`config.mk`:
```
export PLATFORM = sky130hd
export DESIGN_NAME = ezp_queue
export DESIGN_NICKNAME = d
export VERILOG_FILES = /design/src/rtl/ezp_pkg.sv /design/src/rtl/ezp_queue.sv
export SDC_FILE = /design/constraint.sdc
export NUM_CORES = 1
export LEC_CHECK = 0
export ABC_AREA = 1
export BUFFER_PORTS_ARGS = -buffer_cell sky130_fd_sc_hd__buf_2
export CAP_MARGIN = 20
export CORE_AREA = 2 2 65 67
export CTS_CLUSTER_DIAMETER = 150
export DETAILED_ROUTE_END_ITERATION = 7
export DIE_AREA = 0 0 67 69
export PLACE_DENSITY = 0.76
export SLEW_MARGIN = 20
export SYNTH_ARGS = -nofsm -noshare
export SYNTH_HDL_FRONTEND = slang
export SYNTH_SLANG_ARGS = --single-unit
```
`constraint.sdc`:
```
create_clock -name clk_i -period 2.5 [get_ports clk_i]
set_clock_uncertainty 0.15 [all_clocks]
set_input_delay 0.5 -clock clk_i [delete_from_list [all_inputs] [get_ports clk_i]]
set_output_delay 0.5 -clock clk_i [all_outputs]
set_load 0.05 [all_outputs]
```
`src/rtl/ezp_pkg.sv`:
```
// Package for the ZYX Euler pose to transform unit.
// Holds CORDIC constants, the arctangent table and rounding helpers.
// No dependencies.
`timescale 1ns / 1ps
package ezp_pkg;

  localparam int unsigned CordicStepsDef = 14;
  localparam int unsigned TblLen = 24;
  localparam int unsigned PosW = 24;
  localparam int unsigned AngW = 16;
  localparam int unsigned RotW = 16;
  localparam int unsigned CordW = 34;
  localparam int unsigned QueueDepth = 4;

  localparam logic signed [CordW-1:0] Q30Pi = 34'sd3373259426;
  localparam logic signed [CordW-1:0] Q30HalfPi = 34'sd1686629713;
  localparam logic signed [CordW-1:0] Q30GainInv = 34'sh026DD3B6A;
  localparam logic signed [RotW-1:0] OneQ14 = 16'sd16384;

  typedef struct packed {
    logic signed [PosW-1:0] px;
    logic signed [PosW-1:0] py;
    logic signed [PosW-1:0] pz;
    logic signed [AngW-1:0] ar;
    logic signed [AngW-1:0] ap;
    logic signed [AngW-1:0] ay;
  } pose_t;

  typedef struct packed {
    logic signed [RotW-1:0] c;
    logic signed [RotW-1:0] s;
  } sc_t;

  typedef struct packed {
    logic signed [RotW-1:0] r00, r01, r02, r10, r11, r12, r20, r21, r22;
    logic signed [PosW-1:0] px, py, pz;
  } xform_t;

  function automatic logic signed [CordW-1:0] atan_q30(input logic [4:0] i);
    case (i)
      5'd0: atan_q30 = 34'sh03243F6A8;
      5'd1: atan_q30 = 34'sh01DAC6705;
      5'd2: atan_q30 = 34'sh00FADBAFC;
      5'd3: atan_q30 = 34'sh007F56EA6;
      5'd4: atan_q30 = 34'sh003FEAB76;
      5'd5: atan_q30 = 34'sh001FFD55B;
      5'd6: atan_q30 = 34'sh000FFFAAA;
      5'd7: atan_q30 = 34'sh0007FFF55;
      5'd8: atan_q30 = 34'sh0003FFFEA;
      5'd9: atan_q30 = 34'sh0001FFFFD;
      5'd10: atan_q30 = 34'sh0000FFFFF;
      5'd11: atan_q30 = 34'sh00007FFFF;
      5'd12: atan_q30 = 34'sh00003FFFF;
      5'd13: atan_q30 = 34'sh00001FFFF;
      5'd14: atan_q30 = 34'sh00000FFFF;
      5'd15: atan_q30 = 34'sh000007FFF;
      5'd16: atan_q30 = 34'sh000003FFF;
      5'd17: atan_q30 = 34'sh000001FFF;
      5'd18: atan_q30 = 34'sh000000FFF;
      5'd19: atan_q30 = 34'sh0000007FF;
      5'd20: atan_q30 = 34'sh0000003FF;
      5'd21: atan_q30 = 34'sh0000001FF;
      5'd22: atan_q30 = 34'sh0000000FF;
      5'd23: atan_q30 = 34'sh00000007F;
      default: atan_q30 = '0;
    endcase
  endfunction

  // Round a Q30 CORDIC value to Q14 and clamp to plus or minus one.
  function automatic logic signed [RotW-1:0] rnd_q30(input logic signed [CordW-1:0] v);
    logic signed [CordW-1:0] r;
    r = (v + 34'sd32768) >>> 16;
    if (r > 34'sd16384) rnd_q30 = OneQ14;
    else if (r < -34'sd16384) rnd_q30 = -OneQ14;
    else rnd_q30 = r[RotW-1:0];
  endfunction

  // Round a Q28 product to Q14 and clamp.
  function automatic logic signed [RotW-1:0] rnd_q28(input logic signed [32:0] v);
    logic signed [32:0] r;
    r = (v + 33'sd8192) >>> 14;
    if (r > 33'sd16384) rnd_q28 = OneQ14;
    else if (r < -33'sd16384) rnd_q28 = -OneQ14;
    else rnd_q28 = r[RotW-1:0];
  endfunction

  // Round a Q42 sum to Q14 and clamp.
  function automatic logic signed [RotW-1:0] rnd_q42(input logic signed [47:0] v);
    logic signed [47:0] r;
    r = (v + (48'sd1 <<< 27)) >>> 28;
    if (r > 48'sd16384) rnd_q42 = OneQ14;
    else if (r < -48'sd16384) rnd_q42 = -OneQ14;
    else rnd_q42 = r[RotW-1:0];
  endfunction

endpackage

```
`src/rtl/ezp_queue.sv`:
```
// Small register FIFO, used between the front and back ends and as the result queue.
// Generic over a packed payload width. Uses ezp_pkg for its depth.
`timescale 1ns / 1ps
module ezp_queue #(
  parameter int unsigned Width = 8
) (
  input  logic             clk_i,
  input  logic             rst_ni,
  input  logic             push_i,
  input  logic [Width-1:0] data_i,
  output logic             full_o,
  input  logic             pop_i,
  output logic             empty_o,
  output logic [Width-1:0] data_o
);
  import ezp_pkg::*;

  localparam int unsigned Aw = $clog2(QueueDepth);

  logic [Width-1:0] mem_q [QueueDepth];
  logic [Aw-1:0]    wp_q, rp_q;
  logic [Aw:0]      cnt_q;
  logic             do_push, do_pop;

  assign full_o  = (cnt_q == (Aw+1)'(QueueDepth));
  assign empty_o = (cnt_q == '0);
  assign do_push = push_i && !full_o;
  assign do_pop  = pop_i && !empty_o;
  assign data_o  = mem_q[rp_q];

  always_ff @(posedge clk_i or negedge rst_ni) begin
    if (!rst_ni) begin
      wp_q <= '0;
      rp_q <= '0;
      cnt_q <= '0;
    end else begin
      if (do_push) wp_q <= wp_q + 1'b1;
      if (do_pop) rp_q <= rp_q + 1'b1;
      cnt_q <= cnt_q + (Aw+1)'(do_push) - (Aw+1)'(do_pop);
    end
  end

  always_ff @(posedge clk_i) begin
    if (do_push) mem_q[wp_q] <= data_i;
  end
endmodule

```
* Word-level counts from Yosys, hierarchy flattened *
Memory sizes are Yosys's and may differ from the RTL's.
Cells that the tools add are included.

word-level totals
  register bits after elaboration = 7
  memory bits (writable) = 32
  input bits = 12
  output and inout port bits = 10
  logic and storage cells = 16
  memories = 1

cells by class
  add/sub/neg operators = 4
  equality and inequality tests = 1
  multiplexer cells = 2
  reduce and logical (&&, ||, !) cells = 5

memory list
  memory  depth  bits a word  read ports  clocked after Yosys merged registers in  write ports  line             RTL
  mem_q   4      8            1           0                                        1            ezp_queue.sv:20  logic [Width-1:0] mem_q [QueueDepth];

operators by type and width
  operator                                                       number
  2-bit by 1-bit adder with 2-bit output, second input constant  2
  3-bit by 1-bit adder with 3-bit output                         1
  3-bit == test, second input constant                           1
  3-bit zero test                                                1
  3-bit by 1-bit subtractor with 3-bit output                    1
  1-bit logical AND                                              2
  1-bit zero test                                                2
  1-bit two-way mux                                              2

* Longest topological paths before layout *
Gate-level depths: netlist of the first run.

  depth after elaboration = 5
  depth in mapped cells = 10
  depth with buffers taken out = 10

* Worst setup path before layout of the first run *
OpenSTA, ideal clock, no wires.

  kind = register to register
  from = reg cnt_q[1]
  to = reg cnt_q[2]
  setup time = 65 ps
  arrival time = 1,758 ps
  data required time = 2,285 ps
  path slack = 527 ps
  cell stages (with the launch flop) = 11
  buffers on the path = 0
  clock period less this slack = 1,973 ps
  path through = dfrtp_1 -> nor2_1 -> nand2_1 -> nand2_1 -> inv_1 -> ha_1 -> inv_1 -> ha_1 -> fa_1 -> nand3b_1 -> nand2_1

on the way
  elaborated cells between the ends (all ways) = 8
  classes of those cells = add/sub (2); eq/ne (1); reduce/logical (5)

RTL lines
  element                                      line             RTL
  start: declaration                           ezp_queue.sv:22  logic [Aw:0] cnt_q;
  start signal: assignment                     ezp_queue.sv:39  cnt_q <= cnt_q + (Aw+1)'(do_push) - (Aw+1)'(do_pop);
  3-bit zero test                              ezp_queue.sv:26  assign empty_o = (cnt_q == '0);
  1-bit zero test                              ezp_queue.sv:28  assign do_pop = pop_i && !empty_o;
  1-bit logical AND                            ezp_queue.sv:28
  via do_pop                                   ezp_queue.sv:23  logic do_push, do_pop;
  3-bit by 1-bit subtractor with 3-bit output  ezp_queue.sv:39

The timed path passes the listed nets, and every way through them passes these cells.
A chain may end at the register's enable or synchronous reset.

* Final worst setup path of the first run *
Same ends and word-level chain as after synthesis.

==> results of run 1 <==
==> layer usage <==
metal	wire [um]	part of all wire, %	up-vias
met1	1250	44	528
met4	85	3.0	0
li1	-	-	567
met3	111	3.9	5
met5	0	0	-
met2	1400	49	17
==> per-stage QoR <==
| step | instance area, sq um | util [%] | total power (W) | instances | setup slack [ns] |
|---|---|---|---|---|---|
| 2_1_floorplan | 1730 | - | 0.00191 | 159 | 0.527 |
| 3_3_place_gp | 1900 | 48.5 | 0.00213 | 232 | 0.475 |
| 3_5_place_dp | 1900 | 48.5 | 0.00217 | 232 | 0.388 |
| 4_1_cts | 2040 | 52.2 | 0.00278 | 241 | 0.371 |
| 5_1_grt | 2040 | 52.2 | 0.00296 | 241 | 0.222 |
| 6_report | 2040 | 52.2 | 0.00275 | 241 | 0.361 |
==> area by class of cell <==
cell class                      count  share of cell area [%]
Tap cell                           50                    3.06
Timing Repair Buffer               28                    7.84
Sequential cell                    39                    55.6
Clock buffer                        5                    3.37
Multi-Input combinational cell     92                    22.4
Clock inverter                      3                    3.31
Inverter                           24                    4.41
==> worst max-delay path, delay by kind of cell (launching register included) <==
family	cells	cell delay, ns
flip-flops	1	0.41
AND/OR/NAND/NOR	5	0.63
buffers and inverters	2	0.09
adder cells (fa/ha/maj)	3	0.81
==> flip-flops by register name, indices dropped and copies added, names as in the netlist <==
register,cells
mem_q,32
rp_q,2
cnt_q,3
wp_q,2
==> synth_stat cells <==
master    number  area share [%]
nand3b_1       1            0.44
fa_1           1             1.2
buf_4          1            0.44
edfxtp_1      32              56
inv_2          1            0.22
nand3_1        4             1.2
nand2_1       42             9.1
nor2_1        18             3.9
nor2_2         3             1.1
buf_6          3             2.0
nand2_4        1            0.65
dfrtp_1        7              10
o21ai_0        5             1.5
ha_1           6             4.4
o21ai_1       11             3.2
inv_1         23             5.0
==> what timing repair did <==
| action | in CTS | in global routing |
|---|---|---|
| buffers inserted | 0 | 0 |
| hold endpoints to repair | 7 | 0 |
| hold buffers | 1 | 0 |
==> cells by family after synthesis <==
family	after synthesis	synth area share, %
buffers and inverters	28	7.61
DFF	39	65.8
adders and majority gates	7	5.51
and+or+nand+nor	69	16.4
AOI/OAI and AO/OA	16	4.64
==> power breakdown <==
| group | leakage, nW | internal (W) | total (W) | switching [W] |
|---|---|---|---|---|
| clock network | 0.0644 | 0.000398 | 0.000612 | 0.000214 |
| registers | 0.377 | 0.000875 | 0.000942 | 0.0000676 |
| logic | 0.492 | 0.000324 | 0.00120 | 0.000877 |
==> worst max path at each step <==
stage / to / slack, ns
6_report: cnt_q[2]$_DFF_PN0_ / 0.36
3_5_place_dp: cnt_q[2]$_DFF_PN0_ / 0.39
5_1_grt: cnt_q[2]$_DFF_PN0_ / 0.22
3_3_place_gp: cnt_q[2]$_DFF_PN0_ / 0.47
4_1_cts: cnt_q[2]$_DFF_PN0_ / 0.37
2_1_floorplan: cnt_q[2]$_DFF_PN0_ / 0.53
==> out/qor.yml, run 1 <==
status: "finished clean"
period_minus_slack_ns: 2.14
holdPathStages: 1
dr_total_vias: 1117
first_global_vias: 1060
path_clk_slew_ns: 0.08
r2r_end: "cnt_q[2]$_DFF_PN0_"
cts_resized: 0
startpoint_type: "register"
drt_iter0_drc: 36
synthesis.area_sq_mm: 0.00173
hpwl_mm: 1.91
yosysSeqAreaShare_pct: 65.8
dieArea_sq_mm: 0.00462
holdWs_ns: 0.267
grt-ovfl-total: 0
setup-tns-final_ns: 0
die_x_um: 67
viasPerCell: 4.63
slew_headroom_pct: 80.1
gr-usage-all-layers_pct: 14.5
hold_viol: 0
initial_core_util_pct: 44.1
worstPathArrival_ns: 2.22
seq_area_sq_mm: 0.00114
place_congestion: 0.744
io_pins: 22
drt-wirelength-per-cell_um: 11.8
r2r-start: "cnt_q[1]$_DFF_PN0_"
clock-root-buffer: "clkbuf_8"
htreeDepth: 2
drtPass1Iterations: 4
syn_inst: 159
die_h_um: 69
p_leak_nw: 0.933
layout-drive-gt1-share_pct: 20.9
min_from: "data_i[6]"
setup_viol: 0
diodes: 0
yosysWarnings: 0
netlist-cell-type-count: 16
critPathLaunch: "cnt_q[1]$_DFF_PN0_"
finalMaxSlewViolations: 0
crit_top_cell: "nand2_1"
end_kind: "register"
power_density_mw_per_mm2: 1350
crit_slowest_cell: "dfrtp_1"
syn2layout_area_growth_pct: 18.4
fin_nets: 209
min_to: "mem_q[3][6]$_DFFE_PP_"
hold_class: "primary input to register"
finalCritPeriodShare_pct: 85.6
worst_slew_pin_slew_ns: 0.298
final_cell_mix: "nand2_1 (42), edfxtp_1 (32), inv_1 (23)"
multi_input_area_sq_um: 458
grt_pass1_wl_mm: 4.84
worstSetupPathType: "register to register"
syn_area_per_cell_sq_um: 10.9
use_met1_pct: 17.4
path_cells: "nor2_1, nand2_1, nand2_1, inv_1, ha_1, inv_1, ha_1, fa_1, nand3b_1, nand2_1"
grt_max_degree: 18
critical-path-max-stage-delay_ns: 0.41
drcViolationCount: 0
crit_path_max_fanout: 5
rr_worst_depth: 10
rsz0062_at_grt: "no"
numPortBuffers: 21
final_common_cell: "nand2_1"
peakVddDrop_mv: 0.633
rrSetupSlack_ns: 0.36
wl_mm: 2.85
synth_fp_nets: 178
cts_tree: "yes"
antenna_found_initial: 0
ys_seq_elements: 39
clk_path_buf_depth: 2
coreArea_sq_mm: 0.00391
grt_busiest_layer: "met2"
cp.required_ns: 2.58
use_met2_pct: 21.9
postRouteAntennaNets: 0
gr-usage-met3_pct: 5.55
drv_cap: 0
rows: 23
fillers: 358
cts_buffers: 5
cts_sinks: 39
fmax_mhz: 468
clock_latency_ns: 0.29
No activity file was read; power rests on OpenSTA's default activity.
==> run 2, diff against run 1 <==
==> constraint.sdc (replaced) <==
create_clock -name clk_i -period 2.6 [get_ports clk_i]
set_clock_uncertainty 0.15 [all_clocks]
set_input_delay 0.52 -clock clk_i [delete_from_list [all_inputs] [get_ports clk_i]]
set_output_delay 0.52 -clock clk_i [all_outputs]
set_load 0.05 [all_outputs]
==> run 2 against run 1 <==
Net effect:
- register-to-register slack improved by 0.04 ns
- clock-buffer cell count did not move
- utilization fell by 0.93 points
- combinational power fell by 7%
- critical path depth fell by 4
- cell count fell by 0.41%
- sequential power fell by 1%
- flip-flop and latch count did not move
- die area did not move
- sequential share of layout area rose by 1.0 points
==> out/qor.yml, run 2 (synthesis results as in run 1) <==
hpwl_mm: 1.86  # was 1.91 mm
p_leak_nw: 0.919  # was 0.933 nW
drv_cap: 0  # unchanged
power_density_mw_per_mm2: 1260  # was 1350 mW/mm^2
peakVddDrop_mv: 0.610  # was 0.633 mV
cts_sinks: 39  # unchanged
rows: 23  # unchanged
stdcell_area_sq_mm: 0.00201  # was 0.00204 sq mm
io_pins: 22  # unchanged
layout-drive-gt1-share_pct: 20.0  # was 20.9%
hold_class: "primary input to register"  # unchanged
status: "finished clean"  # unchanged
grt_max_degree: 18  # unchanged
clock-root-buffer: "clkbuf_8"  # unchanged
rsz0062_at_grt: "no"  # unchanged
drt_iter0_drc: 36  # unchanged
crit_path_max_fanout: 14  # was 5
final_cell_mix: "nand2_1 (42), edfxtp_1 (32), inv_1 (23)"  # unchanged
numPortBuffers: 21  # unchanged
cts_tree: "yes"  # unchanged
diodes: 0  # unchanged
cts_buffers: 5  # unchanged
final_common_cell: "nand2_1"  # unchanged
wl_mm: 2.73  # was 2.85 mm
worst_slew_pin_slew_ns: 0.424  # was 0.298 ns
cp.required_ns: 1.93  # was 2.58 ns
largest_register: "mem_q"  # unchanged
cts_resized: 0  # unchanged
setup_viol: 0  # unchanged
path_clk_slew_ns: 0.07  # was 0.08 ns
fin_nets: 208  # was 209
fmax_mhz: 418
coreArea_sq_mm: 0.00391  # unchanged
post_dp_cell_area_sq_mm: 0.00189  # was 0.00190 sq mm
worstSetupPathType: "register to output pin"  # was register to register
clock_latency_ns: 0.28  # was 0.29 ns
first_global_vias: 1014  # was 1060
largest_reg_flops: 32  # unchanged
dr_total_vias: 1090  # was 1117
finalMaxSlewViolations: 0  # unchanged
setup-tns-final_ns: 0  # unchanged
end_kind: "output pin"  # was register
worstPathArrival_ns: 1.72  # was 2.22 ns
die_h_um: 69  # unchanged
antenna_found_initial: 0  # unchanged
drcViolationCount: 0  # unchanged
grt-ovfl-total: 0  # unchanged
initial_core_util_pct: 44.1  # unchanged
period_minus_slack_ns: 2.39
gr-usage-all-layers_pct: 13.8  # was 14.5%
clk_path_buf_depth: 2  # unchanged
viasPerCell: 4.54  # was 4.63
drt-wirelength-per-cell_um: 11.4  # was 11.8 um
hold_viol: 0  # unchanged
postRouteAntennaNets: 0  # unchanged
slew_headroom_pct: 71.7  # was 80.1%
place_congestion: 0.684  # was 0.744
die_x_um: 67  # unchanged
syn2layout_area_growth_pct: 16.3  # was 18.4%
largestRegisters: "mem_q (32), cnt_q (3)"  # unchanged
dieArea_sq_mm: 0.00462  # unchanged
drtPass1Iterations: 4  # unchanged
htreeDepth: 2  # unchanged
finalCritPeriodShare_pct: 92.0
grt_pass1_wl_mm: 4.62  # was 4.84 mm
startpoint_type: "register"  # unchanged
## run 2: cell types whose count changed in the layout (fill, tap and decap cells not counted), sizes merged
| cell | before | now |
|---|---|---|
| clkinv | 0 | 2 |
| clkinvlp | 1 | 0 |
| bufinv | 2 | 1 |
| buf | 27 | 26 |
## run 2: worst paths after layout
check,to,start,slack [ns],cells past startpoint
max in group asynchronous,cnt_q[1]$_DFF_PN0_,rst_ni,1.69,2
worst max-delay path,data_o[4],rp_q[0]$_DFFE_PN0P_,0.21,6
worst min-delay path,mem_q[0][6]$_DFFE_PP_,data_i[6],0.29,1
min in group asynchronous,cnt_q[2]$_DFF_PN0_,rst_ni,0.44,2
worst max register to register,cnt_q[2]$_DFF_PN0_,cnt_q[1]$_DFF_PN0_,0.40,10
worst min register to register,rp_q[1]$_DFFE_PN0P_,rp_q[1]$_DFFE_PN0P_,0.36,2
## run 2: power breakdown
group / switching (W) / total, W / internal [W] / leakage (nW)
clock network: 0.000192 / 0.000473 / 0.000280 / 0.0556
registers: 0.0000885 / 0.000930 / 0.000841 / 0.377
logic: 0.000817 / 0.00112 / 0.000302 / 0.487
total: 0.00110 / 0.00252 / 0.00142 / 0.919
## run 2: stage by stage
stage,hold slack [ns],instances,total power [W],setup slack [ns],util [%]
CTS,0.289,240,0.00254,0.198,51.3
global placement,0.216,231,0.00204,0.473,48.3
floorplan,0.0744,159,0.00184,0.627,-
global route,0.287,240,0.00272,0.0687,51.3
detailed placement,0.217,231,0.00207,0.454,48.3
finish,0.293,240,0.00252,0.209,51.3
## run 2: timing repair
action | in CTS | in global routing
endpoints found under the hold margin | 7 | 0
setup buffers | 0 | 0
hold buffers | 1 | 0
## run 2: final cells by class
| type | instances | area (sq um) |
|---|---|---|
| fillers | 367 | 1910 |
| well taps | 50 | 62.6 |
| multi-input cells | 92 | 458 |
| repair buffers | 27 | 153 |
| inverters | 24 | 90.1 |
| clock inverters | 3 | 38.8 |
| clock buffers | 5 | 68.8 |
| flip-flops and latches | 39 | 1140 |
## run 2: routing by layer
metal  up-vias  share of wire [%]  track usage, %  wire [um]
met3         6                3.9            4.08        107
met1       500                 45            17.6       1220
li1        565                  -               -          -
met5         -                  0               0          0
met2        19                 48            21.0       1320
met4         0                2.8            7.26         76
## run 2: worst max-delay path: stages (launching register included)
cell,delay [ns]
dfrtp_1,0.60
buf_4,0.28
nand2_1,0.07
o21ai_1,0.08
nand2_1,0.07
nand2_1,0.07
buf_2,0.25
==> run 3, diff against run 2 <==
--- a/config.mk
+++ b/config.mk
@@ -8,11 +8,11 @@
 export ABC_AREA = 1
 export BUFFER_PORTS_ARGS = -buffer_cell sky130_fd_sc_hd__buf_2
 export CAP_MARGIN = 20
-export CORE_AREA = 2 2 65 67
+export CORE_AREA = 2 2 69 71
 export CTS_CLUSTER_DIAMETER = 150
 export DETAILED_ROUTE_END_ITERATION = 7
-export DIE_AREA = 0 0 67 69
-export PLACE_DENSITY = 0.76
+export DIE_AREA = 0 0 71 73
+export PLACE_DENSITY = 0.7
 export SLEW_MARGIN = 20
 export SYNTH_ARGS = -nofsm -noshare
 export SYNTH_HDL_FRONTEND = slang
==> run 3 against run 2 <==
Net effect:
- clock power is 10% lower
- register-to-register slack better by 0.03 ns
- power is 2.2% lower
- critical path type unchanged
- critical endpoint is now data_o[1]
- largest cell class unchanged
- largest power group unchanged
==> out/qor.yml, run 3 (synthesis results as in run 1) <==
end_kind: "output pin"  # unchanged
path_clk_slew_ns: 0.07  # about the same
dp_cells: 235  # was 231
finalMaxSlewViolations: 0  # unchanged
p_leak_nw: 0.915  # was 0.919 nW
fillers: 425  # was 367
largest_register: "mem_q"  # unchanged
first_global_vias: 1059  # was 1014
holdBufCountCts: 1  # unchanged
io_pins: 22  # unchanged
path_cells: "buf_4, nor2_1, nor2_1, o21ai_0, nand2_1, buf_2"  # was buf_4, nand2_1, o21ai_1, nand2_1, nand2_1, buf_2
min_from: "data_i[1]"  # was data_i[6]
worstPathArrival_ns: 1.68  # was 1.72 ns
status: "finished clean"  # unchanged
crit_top_cell: "nor2_1"  # was nand2_1
grt-ovfl-total: 0  # unchanged
cp.depth: 6  # unchanged
cts_tree: "yes"  # unchanged
power_w: 0.00247  # was 0.00252 W
coreArea_sq_mm: 0.00454  # was 0.00391 sq mm
hold_viol: 0  # unchanged
largest_reg_flops: 32  # unchanged
cp.required_ns: 1.93  # about the same
r2r-start: "cnt_q[1]$_DFF_PN0_"  # unchanged
peakVddDrop_mv: 0.500  # was 0.610 mV
finalCritPeriodShare_pct: 90.5  # was 92.0%
viasPerCell: 4.55  # was 4.54
critical-path-max-stage-delay_ns: 0.57  # was 0.60 ns
layout-drive-gt1-share_pct: 20.0  # unchanged
setup_ws_ns: 0.248  # was 0.209 ns
gr-usage-all-layers_pct: 12.1  # was 13.8%
place_congestion: 0.767  # was 0.684
setup-tns-final_ns: 0  # unchanged
largestRegisters: "mem_q (32), cnt_q (3)"  # unchanged
drtPass1Iterations: 4  # unchanged
rrSetupSlack_ns: 0.43  # was 0.40 ns
path_buf_inv: 2  # unchanged
cts_sinks: 39  # unchanged
place_ws_ns: 0.466  # was 0.454 ns
cts_buffers: 5  # unchanged
antenna_found_initial: 0  # unchanged
fin_nets: 208  # unchanged
min_to: "mem_q[2][1]$_DFFE_PP_"  # was mem_q[0][6]$_DFFE_PP_
path_delay_family: "flip-flops"  # unchanged
stdcell_count: 244  # was 240
crit_path_max_fanout: 15  # was 14
rr_worst_depth: 10  # unchanged
final_cell_mix: "nand2_1 (42), edfxtp_1 (32), inv_1 (23)"  # unchanged
hold_class: "primary input to register"  # unchanged
rsz0062_at_grt: "no"  # unchanged
period_minus_slack_ns: 2.35  # was 2.39 ns
clock_latency_ns: 0.29  # was 0.28 ns
die_h_um: 73  # was 69 um
drcViolationCount: 0  # unchanged
postRouteAntennaNets: 0  # unchanged
dieArea_sq_mm: 0.00518  # was 0.00462 sq mm
worstSetupPathType: "register to output pin"  # unchanged
drt_iter0_drc: 44  # was 36
drv_cap: 0  # unchanged
setup_viol: 0  # unchanged
syn2layout_area_growth_pct: 16.2  # was 16.3%
diodes: 0  # unchanged
cts_setup_buffers: 0  # unchanged
clock-root-buffer: "clkbuf_8"  # unchanged
final_common_cell: "nand2_1"  # unchanged
rows: 25  # was 23
drt-wirelength-per-cell_um: 11.3  # was 11.4 um
fmax_mhz: 425  # was 418 MHz
clk_path_buf_depth: 2  # unchanged
worst_slew_pin_slew_ns: 0.371  # was 0.424 ns
grt_pass1_wl_mm: 4.58  # was 4.62 mm
hpwl_mm: 1.93  # was 1.86 mm
wl_mm: 2.76  # was 2.73 mm
power_density_mw_per_mm2: 1230  # was 1260 mW/mm^2
die_x_um: 71  # was 67 um
initial_core_util_pct: 38.0  # was 44.1%
grt_max_degree: 18  # unchanged
holdPathStages: 1  # unchanged
slew_headroom_pct: 75.2  # was 71.7%
startpoint_type: "register"  # unchanged
htreeDepth: 2  # unchanged
cts_resized: 0  # unchanged
crit_slowest_cell: "dfrtp_1"  # unchanged
numPortBuffers: 21  # unchanged
dr_total_vias: 1110  # was 1090
r2r_end: "cnt_q[2]$_DFF_PN0_"  # unchanged
run 3: cell count changes in the layout (fill, tap and decap cells not counted), sizes merged:
| cell | delta |
|---|---|
| bufinv | -1 |
| clkbuf | +3 |
| clkinv | -2 |
run 3: cell type report:
cell class / count / area (sq um) / share of cell area, %
sequential: 39 / 1140 / 56.7
multi-input combinational: 92 / 458 / 22.8
clock buffer: 8 / 100 / 4.99
inverter: 24 / 90.1 / 4.49
tap: 54 / 67.6 / 3.37
timing repair buffer: 27 / 153 / 7.62
run 3: power breakdown:
part           internal (W)  total (W)  leakage [nW]  switching (W)
logic              0.000303    0.00112         0.487       0.000812
clock network      0.000242   0.000425        0.0515       0.000184
registers          0.000841   0.000925         0.377      0.0000835
total               0.00139    0.00247         0.915        0.00108
run 3: per-layer routing:
metal / track usage (%) / wire length (um) / up-vias
met2: 22.4 / 1460 / 21
met3: 3.73 / 130 / 6
li1: - / - / 567
met5: 0 / 0 / -
met1: 12.1 / 1090 / 516
met4: 6.92 / 74 / 0
run 3: worst reg2reg max path: cells and delay by family, from the launching register on:
family	cells	cell delay, ns
fa+ha+maj	3	0.82
simple gates	5	0.65
buf+inv	2	0.09
flops	1	0.40
run 3: how the worst max path moves through the flow:
stage	start	to	slack (ns)
floorplan	cnt_q[1]$_DFF_PN0_	cnt_q[2]$_DFF_PN0_	0.63
global placement	cnt_q[1]$_DFF_PN0_	cnt_q[2]$_DFF_PN0_	0.48
detailed placement	cnt_q[1]$_DFF_PN0_	cnt_q[2]$_DFF_PN0_	0.47
CTS	rp_q[0]$_DFFE_PN0P_	data_o[1]	0.23
global route	rp_q[0]$_DFFE_PN0P_	data_o[3]	0.06
finish	rp_q[0]$_DFFE_PN0P_	data_o[1]	0.25
run 3: metrics by stage:
stage / utilization (%) / instance area (sq um) / hold slack, ns
2_1_floorplan: - / 1730 / 0.0744
3_3_place_gp: 41.8 / 1890 / 0.216
3_5_place_dp: 41.8 / 1890 / 0.221
4_1_cts: 44.2 / 2000 / 0.287
5_1_grt: 44.2 / 2000 / 0.286
6_report: 44.2 / 2000 / 0.298
